==> src/hdl/drm_div.sv <==
// Pipelined restoring divider, one quotient bit per stage, with sideband, and a
// six-stage reciprocal divider by 100000. Depends on drm_pkg.
module drm_div #(
	parameter int unsigned NW = 34,
	parameter int unsigned DW = 16,
	parameter int unsigned PW = 8
) (
	input  logic          clk,
	input  logic          arst_n,
	input  logic          en,
	input  logic          in_valid,
	input  logic [NW-1:0] num,
	input  logic [DW-1:0] den,
	input  logic [PW-1:0] side_in,
	output logic          out_valid,
	output logic [NW-1:0] quo,
	output logic [PW-1:0] side_out
);

	logic          vld_s  [NW+1];
	logic [NW-1:0] num_s  [NW+1];
	logic [NW-1:0] quo_s  [NW+1];
	logic [DW-1:0] rem_s  [NW+1];
	logic [DW-1:0] den_s  [NW+1];
	logic [PW-1:0] side_s [NW+1];

	assign vld_s[0]  = in_valid;
	assign num_s[0]  = num;
	assign quo_s[0]  = '0;
	assign rem_s[0]  = '0;
	assign den_s[0]  = den;
	assign side_s[0] = side_in;

	for (genvar i = 0; i < NW; i++) begin : g_stage
		logic [DW:0]   trial;
		logic [DW+1:0] sub;
		logic          ge;

		assign trial = {rem_s[i], num_s[i][NW-1]};
		assign sub   = {1'b0, trial} - {2'b00, den_s[i]};
		assign ge    = ~sub[DW+1];

		always_ff @(posedge clk or negedge arst_n) begin
			if (!arst_n) begin
				vld_s[i+1] <= 1'b0;
			end else if (en) begin
				vld_s[i+1] <= vld_s[i];
			end
		end

		always_ff @(posedge clk) begin
			if (en) begin
				num_s[i+1]  <= num_s[i] << 1;
				quo_s[i+1]  <= {quo_s[i][NW-2:0], ge};
				rem_s[i+1]  <= ge ? sub[DW-1:0] : trial[DW-1:0];
				den_s[i+1]  <= den_s[i];
				side_s[i+1] <= side_s[i];
			end
		end
	end

	assign out_valid = vld_s[NW];
	assign quo       = quo_s[NW];
	assign side_out  = side_s[NW];

endmodule


==> config.mk <==
export PLATFORM = sky130hd
export DESIGN_NAME = drm_div
export DESIGN_NICKNAME = d
export VERILOG_FILES = /design/src/hdl/drm_div.sv
export SDC_FILE = /design/constraint.sdc
export NUM_CORES = 2
export LEC_CHECK = 0
export BUFFER_PORTS_ARGS = -buffer_cell sky130_fd_sc_hd__buf_2
export CAP_MARGIN = 15
export CORE_UTILIZATION = 60
export DETAILED_ROUTE_END_ITERATION = 12
export GPL_ROUTABILITY_DRIVEN = 0
export PLACE_DENSITY = 0.86
export REMOVE_ABC_BUFFERS = 1
export SLEW_MARGIN = 15
export SYNTH_ARGS = -nofsm -noshare
export SYNTH_HDL_FRONTEND = slang
export SYNTH_SLANG_ARGS = --single-unit
==> constraint.sdc <==
create_clock -name clk -period 3.64 [get_ports clk]
set_input_delay 0.182 -clock clk [delete_from_list [all_inputs] [get_ports clk]]
set_output_delay 0.182 -clock clk [all_outputs]
set_load 0.02 [all_outputs]
==> flow_summary.toml <==
[global_routing]
track_usage_pct = 22.2
gr-total-overflow = 0
grt_max_degree = 122
grt_pass1_wl_mm = 323
antenna_found_initial = 4
first_global_vias = 63461

[sta]
slew_headroom_pct = 28.7
finalSetupTns_ns = 0
whs_ns = 0.102
rsz0062_at_grt = "no"
timing.final.max_slew_violations = 0
finClkSkew_ns = 0.0704
finalCriticalPeriod_ns = 3.46
finalHoldViolations = 0
max_freq_ghz = 0.289
setup_violations = 0
finalCritPeriodShare_pct = 95.1
tightest_slew_ns = 1.07

[detailed_routing]
finalWirelength_mm = 204
postRouteAntennaNets = 0
drt_iter0_drc = 6252
viasPerCell = 5.99
first_pass_iters = 7
vias = 62779
route.detailed.drc = 0
routedWlPerCell_um = 19.4

[run_status]
status = "finished clean"

[clock_network]
cts_tree = "yes"
insertion_delay_ns = 0.91
cts-root-buf = "clkbuf_16"
cts_sinks = 2518
cts-htree-levels = 4
cts.reportedPaths.clkPinSlew_ns = 0.07
cts_buffers = 239
clk_path_buf_depth = 3
cts_setup_buffers = 0

[synthesis]
yosys.area.top_type_share_pct = 69.1
synth_edf_count = 2484
synth.distinct_cells = 81
ys.flop_type = "edfxtp_1"
synth_most_common_cell = "edfxtp_1"
synth.area.top_cells = "edfxtp_1 (69%), ha_1 (6.1%), inv_1 (2.4%), o21ai_0 (2.1%), a21oi_1 (1.9%)"
ys_async_sr_fraction_pct = 1.35
ys_seq_area_share_pct = 69.9
syn_area_um2 = 108000
ys_top_cells_by_count = "edfxtp_1 (2484), inv_1 (690), ha_1 (529), nor2_1 (518), o21ai_0 (453)"
synth_cells = 7492
avgSynthCellArea_um2 = 14.4
post-synth-top-area-cell = "edfxtp_1"
synth_seq_cells = 2518
ys_warn_count = 0

[floorplan]
initial_core_util_pct = 60.5
die_h_um = 426
die_x_um = 426
core_area_um2 = 178000
io-pin-count = 105
die-area_um2 = 181000
num_rows = 155

[job]
maxCapViolCount = 0

[hold_path]
holdPathStages = 3
hold_path_class = "input pin to flip-flop"

[worst_setup_path]
arrival_ns = 4.10
cp_max_fo = 13
end_kind = "flip-flop"
r2r.worst_path.cells = 8
start_kind = "flip-flop"
path_class = "flip-flop to flip-flop"
cp.required_ns = 4.28

[cells_and_area]
utilization_pct = 67.8
final_nets = 8558
drive_gt1_share_pct = 9.40
syn_to_final_growth_pct = 12.1

[placed_design]
hpwl_mm = 125
io_buffers = 104

[power]
power.total_w = 0.0976
vdd_ir_drop_max_mv = 0.565
leakage_nw = 46.3
powerDensity_nw_per_um2 = 808
[final cells by class]
class | instances | area (um2)
Fill cell | 11140 | 57500
Sequential cell | 2518 | 75400
Clock buffer | 296 | 6250
Antenna cell | 2 | 5.00
Timing Repair Buffer | 349 | 3100
Multi-Input combinational cell | 4133 | 29000
Tap cell | 2355 | 2950
Inverter | 694 | 2610
Clock inverter | 138 | 1530
[cells in the final DEF, fill, tap and decap left out, types with 33 or more instances in the layout]
cell type      count
a211oi_1          64
a21o_1           124
a21oi_1          410
a31oi_1           68
buf_12            35
buf_2            103
buf_4             92
clkbuf_1          53
clkbuf_16        241
clkinv_1          51
clkinv_2          41
dfrtp_1           34
dlygate4sd3_1    119
edfxtp_1        2484
ha_1             529
inv_1            690
mux2_2           142
nand2_1          390
nand2b_1          60
nand3_1           89
nand3b_1          33
nor2_1           518
nor2b_1           77
nor3_1           111
o21a_1           156
o21ai_0          453
o31a_1            36
o31ai_1           46
xnor2_1          146
xor2_1           152
[repair_timing]
item / 4_1_cts / 5_1_grt
resized for setup: 0 / 2
hold buffers: 120 / 0
endpoints found under the setup margin: 0 / 6
endpoints found under the hold margin: 153 / 0
[state kept, by name, summed over array words and instances (netlist names)]
register / cells
side_s: 264
side_out: 8
quo_s: 561
out_valid: 1
num_s: 528
quo: 34
g_stage.trial: 561
vld_s: 33
den_s: 528
[routing by layer]
| layer | share of wire [%] | global-route usage, % |
|---|---|---|
| met4 | 4.4 | 10.5 |
| met1 | 38 | 26.2 |
| met2 | 52 | 39.7 |
| met5 | 0.013 | 0 |
| met3 | 6.1 | 3.43 |
[cell families (layout without fill, tap and decap cells)]
family                   count (synthesis)  count (layout)  share of synthesized area (%)
AO/OA/AOI/OAI                         1674            1674                           9.99
XOR/XNOR                               298             298                           2.42
adder cells (fa/ha/maj)                561             561                           6.73
buffers and inverters                  847            1477                           3.18
flip-flops                            2518            2518                           69.9
multiplexers                           156             156                           1.63
other                                    1               9                        0.00348
AND/OR/NAND/NOR                       1437            1437                           6.12
[metrics by stage]
stage	area, um2	cells	setup WS, ns
after detailed placement	112000	9929	0.272
after global placement	112000	9929	0.379
after CTS	121000	10483	0.154
after global routing	121000	10483	0.0247
final	121000	10485	0.178
after floorplan	107000	7345	0.511
[worst max-delay path, cell delays in order (launching register included)]
cell and delay, ns:
edfxtp_1 0.42, inv_1 0.16, ha_1 0.27, nor2b_1 0.17, o31a_1 0.31, o41a_1 0.42, a41oi_1 0.42, o31a_1 0.60
mux2_2 0.42
[path summary, 6_finish.rpt]
path	end	start	slack (ns)
max	g_stage[26].trial[2]	den_s[145]	0.18
max reg2reg	g_stage[26].trial[2]	den_s[145]	0.18
max in group asynchronous	vld_s[7]	arst_n	3.10
min in group asynchronous	vld_s[33]	arst_n	0.37
min reg2reg	quo_s[749]	quo_s[782]	0.38
min	vld_s[33]	in_valid	0.10
[power by group]
group          switching [W]  internal (W)  leakage [nW]  total [W]
clock network         0.0107        0.0138          3.76     0.0246
logic                 0.0184        0.0132          17.8     0.0316
registers            0.00275        0.0387          24.7     0.0415
Power figures use the tool's default switching activity.
