$ cat src/hdl/drm_pkg.sv
// Shared constants for the diode / resistance meter datapath.
// No dependencies; used by every file under hdl.
package drm_pkg;

	localparam int unsigned MV_W    = 13;
	localparam int unsigned REG_W   = 16;
	localparam int unsigned IDX_W   = 2;
	localparam int unsigned DROP_W  = 16;
	localparam int unsigned RES_W   = 24;
	localparam int unsigned LED_W   = 3;
	localparam int unsigned IN_W    = 32;
	localparam int unsigned OUT_W   = 48;

	// current datapath widths
	localparam int unsigned CUR_W   = 33;
	localparam int unsigned IPD_W   = 10;
	localparam int unsigned LOSS_NW = 50;
	localparam int unsigned SCALE_W = 17;
	localparam int unsigned RES_NW  = 34;

	localparam logic [IDX_W-1:0] REG_PULLUP = 2'd0;
	localparam logic [IDX_W-1:0] REG_CAL    = 2'd1;
	localparam logic [IDX_W-1:0] REG_SERIES = 2'd2;

	localparam logic [REG_W-1:0] PULLUP_RST = 16'd33160;
	localparam logic [REG_W-1:0] CAL_RST    = 16'd256;
	localparam logic [REG_W-1:0] SERIES_RST = 16'd7500;

	localparam logic [SCALE_W-1:0] SCALE     = 17'd100000;
	localparam logic [SCALE_W-1:0] SCALE_HLF = 17'd50000;
	localparam logic [15:0]        RECIP10   = 16'd52429; // x/10 == x*RECIP10 >> 19
	localparam logic [RES_W-1:0]   RES_MAX   = 24'd9999999;

	// 100000 = 32 * 3125; t/3125 == t*LOSS_RECIP >> 39 for t < 2^27
	localparam logic [11:0] LOSS_DEN   = 12'd3125;
	localparam logic [27:0] LOSS_RECIP = 28'd175921861;

	localparam logic [LED_W-1:0] LED_NONE   = 3'd0;
	localparam logic [LED_W-1:0] LED_RED    = 3'd4;
	localparam logic [LED_W-1:0] LED_GREEN  = 3'd2;
	localparam logic [LED_W-1:0] LED_ORANGE = 3'd1;

endpackage

$ cat src/hdl/drm_div.sv


// Low 16 bits of num / 100000: drop the factor 32 by a shift, then divide by 3125
// in three 15-bit digits, each by reciprocal multiply and remainder fix-up.
module drm_div_scale #(
	parameter int unsigned PW = 8
) (
	input  logic                        clk,
	input  logic                        arst_n,
	input  logic                        en,
	input  logic                        in_valid,
	input  logic [drm_pkg::LOSS_NW-1:0] num,
	input  logic [PW-1:0]               side_in,
	output logic                        out_valid,
	output logic [15:0]                 quo,
	output logic [PW-1:0]               side_out
);

	logic          v_s1, v_s2, v_s3, v_s4, v_s5, v_s6;
	logic [PW-1:0] side_s1, side_s2, side_s3, side_s4, side_s5, side_s6;
	logic [14:0]   t0_s1, t0_s2;
	logic [29:0]   lo_s1, lo_s2;
	logic [42:0]   p0_s2;
	logic [26:0]   t1_s3, t1_s4;
	logic [14:0]   lo_s3, lo_s4;
	logic [54:0]   p1_s4;
	logic [26:0]   t2_s5;
	logic          q1b_s5, q1b_s6;
	logic [54:0]   p2_s6;
	logic [3:0]    q0;
	logic [14:0]   r0;
	logic [14:0]   q1;
	logic [26:0]   r1;

	// remainders stay below 3125, so 12 bits carry them into the next digit
	assign q0 = p0_s2[42:39];
	assign r0 = t0_s2 - ({11'd0, q0} * {3'd0, drm_pkg::LOSS_DEN});
	assign q1 = p1_s4[53:39];
	assign r1 = t1_s4 - ({12'd0, q1} * {15'd0, drm_pkg::LOSS_DEN});

	always_ff @(posedge clk or negedge arst_n) begin
		if (!arst_n) begin
			v_s1 <= 1'b0; v_s2 <= 1'b0; v_s3 <= 1'b0;
			v_s4 <= 1'b0; v_s5 <= 1'b0; v_s6 <= 1'b0;
		end else if (en) begin
			v_s1 <= in_valid;
			v_s2 <= v_s1;
			v_s3 <= v_s2;
			v_s4 <= v_s3;
			v_s5 <= v_s4;
			v_s6 <= v_s5;
		end
	end

	always_ff @(posedge clk) begin
		if (en) begin
			side_s1 <= side_in;
			t0_s1   <= num[49:35];
			lo_s1   <= num[34:5];

			side_s2 <= side_s1;
			t0_s2   <= t0_s1;
			lo_s2   <= lo_s1;
			p0_s2   <= t0_s1 * drm_pkg::LOSS_RECIP;

			side_s3 <= side_s2;
			t1_s3   <= {r0[11:0], lo_s2[29:15]};
			lo_s3   <= lo_s2[14:0];

			side_s4 <= side_s3;
			t1_s4   <= t1_s3;
			lo_s4   <= lo_s3;
			p1_s4   <= t1_s3 * drm_pkg::LOSS_RECIP;

			side_s5 <= side_s4;
			t2_s5   <= {r1[11:0], lo_s4};
			q1b_s5  <= q1[0];

			side_s6 <= side_s5;
			q1b_s6  <= q1b_s5;
			p2_s6   <= t2_s5 * drm_pkg::LOSS_RECIP;
		end
	end

	assign out_valid = v_s6;
	assign quo       = {q1b_s6, p2_s6[53:39]};
	assign side_out  = side_s6;

endmodule

$ cat config.mk
export PLATFORM = sky130hd
export DESIGN_NAME = drm_div_scale
export DESIGN_NICKNAME = d
export VERILOG_FILES = /design/src/hdl/drm_pkg.sv /design/src/hdl/drm_div.sv
export SDC_FILE = /design/constraint.sdc
export NUM_CORES = 2
export LEC_CHECK = 0
export ABC_CLOCK_PERIOD_IN_PS = 6650
export BUFFER_PORTS_ARGS = -buffer_cell sky130_fd_sc_hd__buf_2
export CORE_UTILIZATION = 45
export CTS_CLUSTER_SIZE = 40
export DETAILED_ROUTE_END_ITERATION = 8
export MAX_ROUTING_LAYER = met4
export PLACE_DENSITY = 0.59
export SKIP_LAST_GASP = 1
export SLEW_MARGIN = 20
export SYNTH_ARGS = -nofsm -noshare
export SYNTH_HDL_FRONTEND = slang
export SYNTH_SLANG_ARGS = --single-unit
$ cat constraint.sdc
create_clock -name clk -period 6.65 [get_ports clk]
set_input_delay 0.665 -clock clk [delete_from_list [all_inputs] [get_ports clk]]
set_output_delay 0.665 -clock clk [all_outputs]
set_load 0.01 [all_outputs]
==> metrics.csv <==
stage,metric,value,unit
worst_setup_path,r2r_slack,70,ps
worst_setup_path,r2r-end,p2_s6[53]$_DFFE_PP_,
logic_synthesis,synth_cell_type_count,61,
clock_network,h-tree-depth,2,
die,start_util,45.4,%
final_layout,synthToLayoutAreaGrowth,13.4,%
timing,hold_slack,254,ps
route,wl_per_cell,18.2,µm
logic_synthesis,avgSynthCellArea,11.5,µm²
timing,max_slew_margin,31.5,%
logic_synthesis,netlist_instances,3439,
final_layout,final_cell_mix,"1153 x inv_1, 742 x ha_1, 682 x fa_1",
grt,track_usage,21.9,%
clock_network,cts_tree,yes,
grt,grt_pass1_wl,143000,µm
timing,clock_skew,38.7,ps
run_status,status,"finished, final reports clean",
logic_synthesis,synthTopCellsByArea,"fa_1 35%, ha_1 24%, edfxtp_1 20%, inv_1 11%, xnor2_1 1.2%",
timing,hold_viol,0,
grt,grt_remaining_overflow,0,
final_layout,final_util,51.5,%
placed_design,dp_hpwl,80400,µm
timing,slew_violations,0,
route,vias_per_cell,4.79,
logic_synthesis,synth_fp_nets,4955,
logic_synthesis,synthArstFlopShare,2.22,%
run,maxCapViolations,0,
route,vias,23800,
clock_network,cts_buffer_depth,3,
route,first_pass_iters,7,
timing,fin_tns_setup,0,ps
route,first_iter_violations,892,
worst_setup_path,start_kind,flip-flop,
die,dieArea,88700,µm²
placed_design,io_buffers,81,
worst_setup_path,reg2regPathDepth,20,
die,core,86800,µm²
worst_hold_path,hp-class,in -> reg,
clock_network,clockRootBuffer,clkbuf_16,
die,die_h,298,µm
worst_setup_path,cp.required,6940,ps
timing,worst_pin_slew,1030,ps
logic_synthesis,synth_edf_count,264,
die,io_pins,87,
worst_setup_path,cp-startpoint,t2_s5[9]$_DFFE_PP_,
worst_setup_path,crit_fanout,3,
logic_synthesis,yosysWarnings,0,
final_layout,layout-drive-gt1-share,12.1,%
grt,grt_max_degree,150,
die,std_cell_rows,108,
route,wl,90500,µm
logic_synthesis,ys.flop_type,edfxtp_1,
die,die_w,298,µm
placed_design,gp_congestion,0.933,
timing,setup_viol,0,
timing,max_freq,152,MHz
final_layout,mostFrequentLayoutCell,inv_1,
logic_synthesis,yosysTopAreaCellShare,35.5,%
route,drcViolationCount,0,
timing,period_needed,6580,ps
clock_network,cts.sinks,270,
timing,rsz0062_at_grt,true,
worst_setup_path,cp-endpoint,p2_s6[53]$_DFFE_PP_,
logic_synthesis,synth.cell_area,39400,µm²
worst_setup_path,end_kind,flip-flop,
grt,antenna_found_initial,7,
worst_setup_path,reg2reg_from,t2_s5[9]$_DFFE_PP_,
worst_setup_path,cp.arrival,6870,ps
logic_synthesis,synth_area_leader_cell,fa_1,
clock_network,clk_pin_slew,60,ps
route,postRouteAntennaNets,0,
final_layout,layout.nets,5300,
logic_synthesis,synth-seq-cells,270,
worst_hold_path,worstHoldStart,num[8],
logic_synthesis,ys_seq_area_share,20.5,%
grt,grt_pass1_vias,25800,
timing,period_share,98.9,%
worst_setup_path,crit_type,reg -> reg,
clock_network,numCtsBuffers,36,
clock_network,clock_latency,580,ps
-- critical path, cell delays in order, from the launching register on --
cell and delay [ps]:
edfxtp_1 430, buf_6 160, fa_2 370, fa_1 500, fa_1 510, inv_2 50
fa_1 510, inv_2 40, fa_1 490, fa_1 420, fa_1 540, ha_1 330
a21o_1 210, or2_4 260, o221ai_4 220, o21ai_4 110, a2111oi_4 260, nor2_4 80
a211o_4 340, a221o_1 330, xnor2_1 120
-- sequential cells by signal (all words and copies together) (netlist names), 15 cells and up --
name and cells:
p2_s6 15, lo_s1 30, lo_s2 30, t2_s5 27
t0_s1 15, lo_s3 15, lo_s4 15, t1_s3 27
-- layout make-up --
type / instances / area (µm²)
inverter: 1164 / 4370
clock buffer: 42 / 966
antenna: 1 / 2.50
fill: 7804 / 42100
tap: 1155 / 1450
timing repair buffer: 309 / 2180
multi-input combinational: 2003 / 27300
sequential: 270 / 8080
clock inverter: 23 / 264
-- through the flow --
step | cells | setup slack, ps | area (µm²)
final | 4967 | 71.0 | 44700
after global placement | 4883 | -211 | 42800
after CTS | 4959 | 1.24 | 44300
after floorplan | 3439 | 178 | 39400
after detailed placement | 4883 | -261 | 42800
after global routing | 4967 | -149 | 44700
-- cell families (layout without fill, tap and decap cells) --
group | Yosys count | count (layout) | synth area share (%)
other cells | 0 | 1 | 0
xor+xnor | 81 | 81 | 1.80
fa+ha+maj | 1454 | 1454 | 59.5
compound gates | 272 | 272 | 4.49
flops | 270 | 270 | 20.5
buf+inv | 1166 | 1538 | 11.1
simple gates | 190 | 190 | 2.40
mux | 6 | 6 | 0.172
-- routing by layer --
metal	part of all wire [%]	GRT usage, %	vias to the layer above
li1	-	-	11400
met1	43	27.6	11900
met2	50	36.8	398
met3	3.9	3.21	148
met4	3.2	6.48	0
met5	0	-	-
-- repair_timing --
item / CTS / global route
setup buffers: 11 / 7
setup endpoints to repair: 16 / 21
pin swaps: 17 / 44
hold buffers: 1 / 0
endpoints found under the hold margin: 6 / 0
resized for setup: 25 / 75
-- synthesized netlist by cell type, types with 2 or more instances --
cell type	count
a21oi_1	86
o21ai_0	45
o31a_1	2
dfrtp_1	6
and2_1	4
o221ai_1	5
nor3_1	15
a21boi_0	5
a2111oi_0	3
o21ai_1	6
edfxtp_1	264
nand2b_1	9
o22ai_1	3
nand3_1	22
a41oi_1	2
nor4_1	2
xnor2_1	52
fa_1	698
o211ai_1	9
ha_1	756
nor2_1	40
mux2_2	6
a21o_1	50
or3_1	2
o21a_1	12
or2_2	6
a211oi_1	16
a221oi_1	2
xor2_1	29
o2111ai_1	2
a211o_1	3
nor2b_1	11
and3_1	7
o21bai_1	3
a31oi_1	4
and4_1	3
nand2_1	47
nand4_1	16
inv_1	1164
-- worst min-delay path by stage --
| stage | to | slack, ps | cells past startpoint |
|---|---|---|---|
| CTS | lo_s1[3]$_DFFE_PP_ | 200 | 1 |
| floorplan | out_valid$_DFFE_PN0P_ | 370 | 0 |
| global placement | side_s3[2]$_DFFE_PP_ | 400 | 0 |
| finish | lo_s1[3]$_DFFE_PP_ | 250 | 1 |
| global route | lo_s1[3]$_DFFE_PP_ | 200 | 1 |
| detailed placement | lo_s2[29]$_DFFE_PP_ | 400 | 0 |
Power is left out: the tool's default activity adds up to more than one toggle a clock period on the data nets, which glitch-free logic cannot reach.
